[src/hw/rtl/mts_pkg.sv]
// ----------------------------------------------------------------------------
// mts_pkg
// Types and constants shared by the timer scheduler modules.
// ----------------------------------------------------------------------------
package mts_pkg;

	localparam int TIMERS_DEF = 16;
	localparam int TW = 64;

	localparam logic [2:0] OP_TICK   = 3'd0;
	localparam logic [2:0] OP_ADD    = 3'd1;
	localparam logic [2:0] OP_CHANGE = 3'd2;
	localparam logic [2:0] OP_AHEAD  = 3'd3;
	localparam logic [2:0] OP_DELAY  = 3'd4;
	localparam logic [2:0] OP_CANCEL = 3'd5;
	localparam logic [2:0] OP_EXPIRE = 3'd6;
	localparam logic [2:0] OP_RSVD   = 3'd7;

	localparam logic [2:0] ST_DONE    = 3'd0;
	localparam logic [2:0] ST_NOSLOT  = 3'd1;
	localparam logic [2:0] ST_FULL    = 3'd2;
	localparam logic [2:0] ST_EXPIRED = 3'd3;
	localparam logic [2:0] ST_NONE    = 3'd4;

	typedef struct packed {
		logic [2:0]    op;
		logic [3:0]    slot;
		logic [TW-1:0] time_amount;
		logic [TW-1:0] reload_interval;
		logic [TW-1:0] now_us;
	} req_t;

	typedef struct packed {
		logic [2:0]    status;
		logic [3:0]    slot_out;
		logic          rearmed;
		logic [TW-1:0] next_deadline;
		logic [31:0]   expire_total;
		logic          last;
	} rsp_t;

	// saturating 64-bit add
	function automatic logic [TW-1:0] sat_add(input logic [TW-1:0] a, input logic [TW-1:0] b);
		logic [TW:0] s;
		s = {1'b0, a} + {1'b0, b};
		return s[TW] ? {TW{1'b1}} : s[TW-1:0];
	endfunction

endpackage

[src/hw/rtl/mts_ram.sv]
// ----------------------------------------------------------------------------
// mts_ram
// Generic single-port-write, one-read RAM with registered read data.
// ----------------------------------------------------------------------------
module mts_ram #(
	parameter int WIDTH = 64,
	parameter int DEPTH = 16,
	parameter int AW    = (DEPTH > 1) ? $clog2(DEPTH) : 1
) (
	input  logic             clk,
	input  logic             we,
	input  logic [AW-1:0]    waddr,
	input  logic [WIDTH-1:0] wdata,
	input  logic [AW-1:0]    raddr,
	output logic [WIDTH-1:0] rdata
);
	logic [WIDTH-1:0] mem [DEPTH];

	// write port and registered read
	always_ff @(posedge clk) begin
		if (we) begin
			mem[waddr] <= wdata;
		end
		rdata <= mem[raddr];
	end
endmodule

[src/hw/rtl/multi_timer_scheduler_core.sv]
// ----------------------------------------------------------------------------
// multi_timer_scheduler_core
// Timer slot table held in deadline and period RAMs, with a sequencer that
// scans slots for the earliest deadline and applies each request.
// ----------------------------------------------------------------------------
//  channel | signals                  | handshake
//  request | start, busy, req         | taken when start && !busy
//  result  | rsp_valid, rsp           | one-cycle strobe, no backpressure
//
// A request other than a tick goes from accept to result through slot pick,
// RAM read and update, a scan of all slots for the next deadline and the
// report. A tick repeats due scan, update, deadline scan and report once per
// expiry, up to 16 expiries, with busy high throughout. Slots are read one at
// a time through the read address shared by both RAMs.
// Reset clears valid bits, the expiry count and the sequencer. Results
// cannot be stalled.
module multi_timer_scheduler_core
	import mts_pkg::*;
#(
	parameter int TIMERS = TIMERS_DEF
) (
	input  logic          clk,
	input  logic          arst_n,
	input  logic          start,
	output logic          busy,
	input  mts_pkg::req_t req,
	output logic          rsp_valid,
	output mts_pkg::rsp_t rsp
);
	localparam int AW = (TIMERS > 1) ? $clog2(TIMERS) : 1;
	localparam int CW = $clog2(TIMERS + 2);
	localparam int EW = $clog2(17);

	localparam logic [2:0] S_IDLE = 3'd0;
	localparam logic [2:0] S_SCAN = 3'd1;
	localparam logic [2:0] S_ACT  = 3'd2;
	localparam logic [2:0] S_NEXT = 3'd3;
	localparam logic [2:0] S_OUT  = 3'd4;

	logic [2:0] state_q;
	req_t req_q;
	logic [TIMERS-1:0] valid_q, handled_q;
	logic [31:0] count_q;
	logic [CW-1:0] idx_q;
	logic [EW-1:0] nev_q;
	logic rd_ok_s1;
	logic [AW-1:0] rd_idx_s1;
	logic found_q;
	logic more_q;
	logic [AW-1:0] pick_q;
	logic [TW-1:0] best_q, pick_dl_q, pick_per_q;
	logic [2:0] st_q;
	logic [3:0] so_q;
	logic re_q;

	logic we;
	logic [AW-1:0] waddr, raddr;
	logic [TW-1:0] dl_wdata, dl_rdata, per_rdata;
	logic per_we;

	mts_ram #(.WIDTH(TW), .DEPTH(TIMERS), .AW(AW)) u_dl (
		.clk(clk), .we(we), .waddr(waddr), .wdata(dl_wdata),
		.raddr(raddr), .rdata(dl_rdata));
	mts_ram #(.WIDTH(TW), .DEPTH(TIMERS), .AW(AW)) u_per (
		.clk(clk), .we(per_we), .waddr(waddr), .wdata(req_q.reload_interval),
		.raddr(raddr), .rdata(per_rdata));

	assign busy = (state_q != S_IDLE);
	assign raddr = (state_q == S_ACT) ? pick_q : idx_q[AW-1:0];

	logic slot_ok;
	assign slot_ok = (32'(req_q.slot) < 32'(TIMERS)) && valid_q[AW'(req_q.slot)];

	// candidate test for the slot read in the previous cycle
	logic cand;
	always_comb begin
		cand = 1'b0;
		if (rd_ok_s1 && valid_q[rd_idx_s1]) begin
			if (state_q == S_NEXT) cand = 1'b1;
			else if (!handled_q[rd_idx_s1] && dl_rdata <= req_q.now_us) cand = 1'b1;
		end
	end

	// flag a valid, not yet handled slot that is still due
	logic due;
	assign due = rd_ok_s1 && valid_q[rd_idx_s1] && !handled_q[rd_idx_s1] &&
		(dl_rdata <= req_q.now_us);

	// write and result computation for the action step
	logic [TW-1:0] fire_dl;
	logic [TW-1:0] ahead_dl;
	logic ahead_exp;
	always_comb begin
		fire_dl   = sat_add(req_q.now_us, per_rdata);
		ahead_dl  = dl_rdata - req_q.time_amount;
		ahead_exp = (req_q.time_amount > dl_rdata) || (ahead_dl < req_q.now_us);
		we = 1'b0;
		per_we = 1'b0;
		waddr = pick_q;
		dl_wdata = fire_dl;
		if (state_q == S_ACT && rd_ok_s1) begin
			unique case (req_q.op)
				OP_TICK: we = found_q && (per_rdata != '0);
				OP_ADD: begin
					we = found_q; per_we = found_q;
					dl_wdata = sat_add(req_q.now_us, req_q.time_amount);
				end
				OP_CHANGE: begin
					we = slot_ok; dl_wdata = sat_add(req_q.now_us, req_q.time_amount);
				end
				OP_AHEAD: begin
					we = slot_ok && (!ahead_exp || per_rdata != '0);
					dl_wdata = ahead_exp ? fire_dl : ahead_dl;
				end
				OP_DELAY: begin
					we = slot_ok; dl_wdata = sat_add(dl_rdata, req_q.time_amount);
				end
				OP_EXPIRE: we = slot_ok && (per_rdata != '0);
				default: we = 1'b0;
			endcase
		end
	end

	// sequencer: scan, act, scan for next deadline, report
	always_ff @(posedge clk or negedge arst_n) begin
		if (!arst_n) begin
			state_q <= S_IDLE;
			valid_q <= '0;
			count_q <= '0;
			rsp_valid <= 1'b0;
			rd_ok_s1 <= 1'b0;
			found_q <= 1'b0;
			more_q <= 1'b0;
			handled_q <= '0;
			idx_q <= '0;
			nev_q <= '0;
		end else begin
			rsp_valid <= 1'b0;
			rd_ok_s1 <= 1'b0;
			rd_idx_s1 <= idx_q[AW-1:0];
			unique case (state_q)
				S_IDLE: if (start) begin
					req_q <= req;
					handled_q <= '0;
					nev_q <= '0;
					idx_q <= '0;
					found_q <= 1'b0;
					state_q <= S_SCAN;
				end
				S_SCAN: begin
					// pick earliest due slot (tick) or lowest free slot (add)
					if (req_q.op == OP_TICK) begin
						if (idx_q < CW'(TIMERS)) begin
							rd_ok_s1 <= 1'b1;
							idx_q <= idx_q + 1'b1;
						end
						if (cand && (!found_q || dl_rdata < pick_dl_q)) begin
							found_q <= 1'b1; pick_q <= rd_idx_s1; pick_dl_q <= dl_rdata;
						end
						if (idx_q == CW'(TIMERS) && !rd_ok_s1) state_q <= S_ACT;
					end else begin
						found_q <= 1'b0;
						pick_q <= AW'(req_q.slot);
						if (req_q.op == OP_ADD) begin
							for (int i = TIMERS - 1; i >= 0; i--)
								if (!valid_q[i]) begin
									found_q <= 1'b1; pick_q <= AW'(i);
								end
						end
						state_q <= S_ACT;
					end
				end
				S_ACT: begin
					// wait for registered read data of the picked slot, then apply the request
					if (!rd_ok_s1) begin
						rd_ok_s1 <= 1'b1;
						idx_q <= '0;
					end else begin
						re_q <= 1'b0;
						st_q <= ST_DONE;
						so_q <= 4'(pick_q);
						unique case (req_q.op)
							OP_TICK: if (found_q) begin
								handled_q[pick_q] <= 1'b1;
								count_q <= count_q + 1'b1;
								st_q <= ST_EXPIRED;
								re_q <= (per_rdata != '0);
								if (per_rdata == '0) valid_q[pick_q] <= 1'b0;
								nev_q <= nev_q + 1'b1;
							end else begin
								st_q <= ST_NONE; so_q <= '0;
							end
							OP_ADD: if (found_q) valid_q[pick_q] <= 1'b1;
								else begin st_q <= ST_FULL; so_q <= '0; end
							OP_CHANGE, OP_DELAY: if (!slot_ok) begin
								st_q <= ST_NOSLOT; so_q <= req_q.slot;
							end else so_q <= req_q.slot;
							OP_CANCEL: begin
								so_q <= req_q.slot;
								if (slot_ok) valid_q[pick_q] <= 1'b0;
								else st_q <= ST_NOSLOT;
							end
							OP_AHEAD, OP_EXPIRE: begin
								so_q <= req_q.slot;
								if (!slot_ok) st_q <= ST_NOSLOT;
								else if (req_q.op == OP_EXPIRE || ahead_exp) begin
									st_q <= ST_EXPIRED;
									re_q <= (per_rdata != '0);
									if (per_rdata == '0) valid_q[pick_q] <= 1'b0;
								end
							end
							default: so_q <= '0;
						endcase
						idx_q <= '0;
						found_q <= 1'b0;
						more_q <= 1'b0;
						state_q <= S_NEXT;
					end
				end
				S_NEXT: begin
					// minimum deadline over valid slots after the update
					if (idx_q < CW'(TIMERS)) begin
						rd_ok_s1 <= 1'b1;
						idx_q <= idx_q + 1'b1;
					end
					if (cand && (!found_q || dl_rdata < best_q)) begin
						found_q <= 1'b1; best_q <= dl_rdata;
					end
					if (due) more_q <= 1'b1;
					if (idx_q == CW'(TIMERS) && !rd_ok_s1) state_q <= S_OUT;
				end
				S_OUT: begin
					rsp_valid <= 1'b1;
					rsp.status <= st_q;
					rsp.slot_out <= so_q;
					rsp.rearmed <= re_q;
					rsp.next_deadline <= found_q ? best_q : '0;
					rsp.expire_total <= count_q;
					idx_q <= '0;
					found_q <= 1'b0;
					// continue the tick while another timer is due, up to 16 expiries
					if (st_q == ST_EXPIRED && req_q.op == OP_TICK && nev_q < EW'(16) &&
							more_q) begin
						rsp.last <= 1'b0;
						state_q <= S_SCAN;
					end else begin
						rsp.last <= 1'b1;
						state_q <= S_IDLE;
					end
				end
				default: state_q <= S_IDLE;
			endcase
		end
	end

`ifndef SYNTHESIS
	a_busy_strobe: assert property (@(posedge clk) disable iff (!arst_n)
		rsp_valid && rsp.last |-> $past(state_q) == S_OUT) else $error("result out of order");
	a_no_strobe_idle: assert property (@(posedge clk) disable iff (!arst_n)
		rsp_valid |-> $past(busy)) else $error("result without request");
	a_count: assert property (@(posedge clk) disable iff (!arst_n)
		count_q != $past(count_q) |-> $past(req_q.op) == OP_TICK) else $error("count moved");
`endif
endmodule
[config.mk]
export PLATFORM = sky130hd
export DESIGN_NAME = multi_timer_scheduler_core
export DESIGN_NICKNAME = d
export VERILOG_FILES = /design/src/hw/rtl/mts_pkg.sv /design/src/hw/rtl/mts_ram.sv /design/src/hw/rtl/multi_timer_scheduler_core.sv
export SDC_FILE = /design/constraint.sdc
export NUM_CORES = 2
export LEC_CHECK = 0
export BUFFER_PORTS_ARGS = -buffer_cell sky130_fd_sc_hd__buf_4
export CORE_MARGIN = 4
export CORE_UTILIZATION = 44
export DETAILED_ROUTE_END_ITERATION = 7
export PLACE_DENSITY = 0.71
export SETUP_SLACK_MARGIN = 0.15
export SYNTH_ARGS = -nofsm -noshare
export SYNTH_HDL_FRONTEND = slang
export SYNTH_HIERARCHICAL = 1
export SYNTH_SLANG_ARGS = --single-unit
[constraint.sdc]
create_clock -name clk -period 18.52 [get_ports clk]
set_input_delay 4.63 -clock clk [delete_from_list [all_inputs] [get_ports clk]]
set_output_delay 4.63 -clock clk [all_outputs]
set_load 0.01 [all_outputs]
==> metrics <==
vias in the first global route 74200; final sum of negative setup slack 0 ns; H-Tree Level Count 5; run status completed; nature of the critical path endpoint register; Hold Startpoint so_q[1]; Die Height 533 um; Starting Density 44.3%; number of nets in the finished design 8950; Row Count 192; clock tree sinks 2705; Hold Crit Endpoint rsp[99]; power spent charging and discharging nets 8.55 mW; shortest clock period the worst path allows after layout 10.02 ns; total routing resource utilization after global routing 26.1%; Int Power 14.4 mW; Gate Count Post-Synth 7817; reg-to-reg critical path endpoint u_dl/mem[4][37]; simple-gate share of the synthesized area 5.48%; sequential fraction of design power 36.8%; dominant combinational cell family by area after synthesis multiplexers; maximum number of buffers from clock root to sink 4; relative slew slack 1.69%; Worst path max stage delay 0.76 ns; Register-to-Register Path Depth 26; number of flops mapped to enable cells by yosys 2496; wire length of the first global-routing pass 539000 um; synth-to-layout area growth 13.3%; Crit Reg-Reg Startpoint u_dl/rdata[0]; critical path fanouts, max 32; number of max-cap violations 0; Chip Width 533 um; Top-Level Pins 309; final number of setup-violating endpoints 0; clock tree from TritonCTS yes; Final Hold Violating Endpoints 0; finished layout cell area 137000 um2; Post-Synthesis Cell Area 121000 um2; wire length per cell 31.5 um; placed wire-length estimate after detailed placement 253000 um; share of post-route cells with drive strength above 1 18.0%; clock latency of the later-clocked register in the worst-skew pair 0.89 ns; initial detailed-routing violation count 10900; GRT Residual Overflow 0; predominant post-synthesis flop cell sky130_fd_sc_hd__edfxtp_1; area fraction in compound gates after synthesis 9.34%; async set or reset register ratio after synthesis 2.99%; drt pass-1 iters 7; type of the worst setup path reg -> reg; commonest cells after routing, fill and taps aside 2496 x sky130_fd_sc_hd__edfxtp_1, 527 x sky130_fd_sc_hd__mux4_2, 513 x sky130_fd_sc_hd__ha_1, 468 x sky130_fd_sc_hd__buf_4, 453 x sky130_fd_sc_hd__a21oi_1; Post-Synth Adder-Cell Area 5.36%; synthesized-area fraction occupied by xor and xnor cells 1.78%; Fin Clk Skew 0.0878 ns; number of synthesized register bits 2705; Seq/Total Area, Yosys 65.6%; most common cell after layout, fill and taps aside sky130_fd_sc_hd__edfxtp_1; post-synthesis area per instance 15.5 um2; slew of the pin with the lowest slew margin 1.47 ns; cell count of the worst hold path 0; Final Cycle Share 54.1%; Static Leak 47.8 nW; arrival time at the worst endpoint 10.52 ns; DIE AREA 284000 um2; placement-stage cell area 128000 um2; unrepaired setup endpoints after global routing no; remaining routing DRC violations 0; count of different cell masters after synthesis 107; internal reg-to-reg setup slack 8.50 ns; routability-driven placement congestion ratio 0.991; post-CTS repair timing setup buffer count 0; vias post-DR 76400; Power per Cell Area 167 nW/um2; maximum vdd ir drop 0.000148 V; Critical Path Source Type register; root buffer selected by CTS sky130_fd_sc_hd__clkbuf_16; f_max 99.8 MHz; Worst EP required 19.02 ns; clock network fraction of design power 24.7%; worst min-delay path class reg -> reg; max-slew violation count 0; mux share of post-synthesis cell area 9.96%; CTS Buf Count 291; net count of the mapped netlist 8536; maximum number of pins on one net before global-route repair 100; worst-path cell with the longest stage delay sky130_fd_sc_hd__a2111oi_1; PostCTS Resize Cnt 0; switching fraction of total power 37.3%; Std-Cell Core Area 274000 um2; Port Buffers 308; fraction of power consumed by combinational cells 38.5%; WL final 380000 um; Synthesis Warnings 6; Clk pin slew, worst setup/hold paths 0.06 ns; antenna violations before repair 44; post-route ant nets 0; Via-to-Cell Ratio 6.33; hold buffer count at cts 0
[per-stage QoR]
step	hold slack [ns]	power (mW)	setup slack (ns)	cells	util [%]
after global placement	0.408	17.0	8.97	11500	46.8
after detailed placement	0.405	17.2	8.63	11500	46.8
after floorplan	0.400	14.1	8.10	7817	-
after CTS	0.419	22.8	8.57	12000	50.1
final	0.419	22.9	8.50	12100	50.2
after global routing	0.437	23.9	8.02	12100	50.2
[worst max-delay path by stage]
| stage | startpoint | to | slack (ns) | depth (start not counted) |
|---|---|---|---|---|
| floorplan | u_dl/rdata[0] | u_dl/mem[0][0] | 8.10 | 24 |
| finish | u_dl/rdata[0] | u_dl/mem[4][37] | 8.50 | 26 |
| global placement | u_dl/rdata[0] | u_dl/mem[0][37] | 8.97 | 28 |
| detailed placement | u_dl/rdata[0] | u_dl/mem[0][37] | 8.63 | 26 |
| global route | u_dl/rdata[0] | u_dl/mem[4][37] | 8.02 | 28 |
| CTS | u_dl/rdata[0] | u_dl/mem[4][37] | 8.57 | 26 |
[synth_stat cells (13+ instances only)]
master	number	area share [%]
sky130_fd_sc_hd__o21bai_1	64	0.40
sky130_fd_sc_hd__a21oi_1	453	1.9
sky130_fd_sc_hd__dfxtp_1	128	2.1
sky130_fd_sc_hd__and2_1	81	0.42
sky130_fd_sc_hd__a221oi_1	16	0.12
sky130_fd_sc_hd__buf_4	16	0.099
sky130_fd_sc_hd__inv_1	359	1.1
sky130_fd_sc_hd__mux2_1	13	0.12
sky130_fd_sc_hd__o21ai_1	58	0.24
sky130_fd_sc_hd__buf_6	28	0.26
sky130_fd_sc_hd__a22oi_1	264	1.6
sky130_fd_sc_hd__nand3_1	84	0.35
sky130_fd_sc_hd__xor2_1	65	0.47
sky130_fd_sc_hd__a31oi_1	44	0.23
sky130_fd_sc_hd__o31ai_1	30	0.19
sky130_fd_sc_hd__nor3_1	91	0.38
sky130_fd_sc_hd__nor2b_1	54	0.28
sky130_fd_sc_hd__o211ai_1	34	0.21
sky130_fd_sc_hd__ha_1	513	5.3
sky130_fd_sc_hd__mux4_2	527	9.8
sky130_fd_sc_hd__a211oi_1	61	0.38
sky130_fd_sc_hd__nand2b_1	52	0.27
sky130_fd_sc_hd__a21o_1	181	1.1
sky130_fd_sc_hd__nor4_1	55	0.28
sky130_fd_sc_hd__o22ai_1	18	0.093
sky130_fd_sc_hd__o31a_1	16	0.12
sky130_fd_sc_hd__o221ai_1	15	0.11
sky130_fd_sc_hd__a221o_1	21	0.17
sky130_fd_sc_hd__a2111oi_0	13	0.094
sky130_fd_sc_hd__a21boi_0	18	0.11
sky130_fd_sc_hd__clkbuf_1	214	0.66
sky130_fd_sc_hd__nor2_1	304	0.94
sky130_fd_sc_hd__and3_1	33	0.17
sky130_fd_sc_hd__nand2_1	417	1.3
sky130_fd_sc_hd__buf_2	56	0.23
sky130_fd_sc_hd__o21a_1	34	0.21
sky130_fd_sc_hd__xnor2_1	181	1.3
sky130_fd_sc_hd__dfrtp_1	81	1.7
sky130_fd_sc_hd__o21ai_0	270	1.1
sky130_fd_sc_hd__edfxtp_1	2496	62
sky130_fd_sc_hd__nand4_1	127	0.66
sky130_fd_sc_hd__buf_1	37	0.11
[kinds of logic (layout without fill, tap and decap cells)]
| family | count (synthesis) | after routing |
|---|---|---|
| xor+xnor | 246 | 246 |
| fa+ha+maj | 517 | 517 |
| compound gates | 1722 | 1722 |
| flops | 2705 | 2705 |
| mux | 546 | 546 |
| buf+inv | 714 | 1353 |
| other cells | 0 | 20 |
| simple gates | 1367 | 1367 |
[layer usage]
layer | vias up | track usage [%] | part of all wire, % | wire length, um
met5 | - | 0 | 0.013 | 51
met4 | 8 | 9.24 | 4.0 | 15200
met3 | 769 | 6.69 | 12 | 47100
met2 | 4961 | 39.5 | 45 | 169000
met1 | 38900 | 36.5 | 39 | 149000
li1 | 31800 | - | - | -
[worst max-delay path, delay by kind of cell, from the launching register on]
family / cells / cell delay [ns]
AO/OA/AOI/OAI: 12 / 5.03
AND/OR/NAND/NOR: 7 / 2.14
adder cells (fa/ha/maj): 3 / 0.96
flip-flops: 1 / 0.34
XOR/XNOR: 1 / 0.28
buffers and inverters: 3 / 0.83
[cell type report]
class	instances	area, um2
Inverter	363	1360
Antenna cell	20	50.0
Timing Repair Buffer	472	3590
Fill cell	22300	136000
Sequential cell	2705	79500
Clock buffer	397	8060
Tap cell	3589	4490
Clock inverter	121	1210
Multi-Input combinational cell	4398	39100
[flip-flops by register name (all words and copies together) (netlist names), 5 cells and up, named ones only]
| register | cells |
|---|---|
| handled_q | 16 |
| nev_q | 5 |
| rsp | 105 |
| u_dl/rdata | 64 |
| idx_q | 5 |
| count_q | 32 |
| best_q | 64 |
| pick_dl_q | 64 |
| u_per/rdata | 64 |
| req_q | 199 |
| u_per/mem | 1024 |
| u_dl/mem | 1024 |
[power groups by stage]
stage | Sequential (mW) | Combinational, mW | Clock, mW
floorplan | 8.27 | 5.84 | 0
global placement | 8.52 | 8.50 | 0
detailed placement | 8.54 | 8.62 | 0
CTS | 8.42 | 8.68 | 5.75
global route | 8.46 | 9.43 | 6.02
finish | 8.44 | 8.84 | 5.67
No activity file was read; power rests on OpenSTA's default activity.
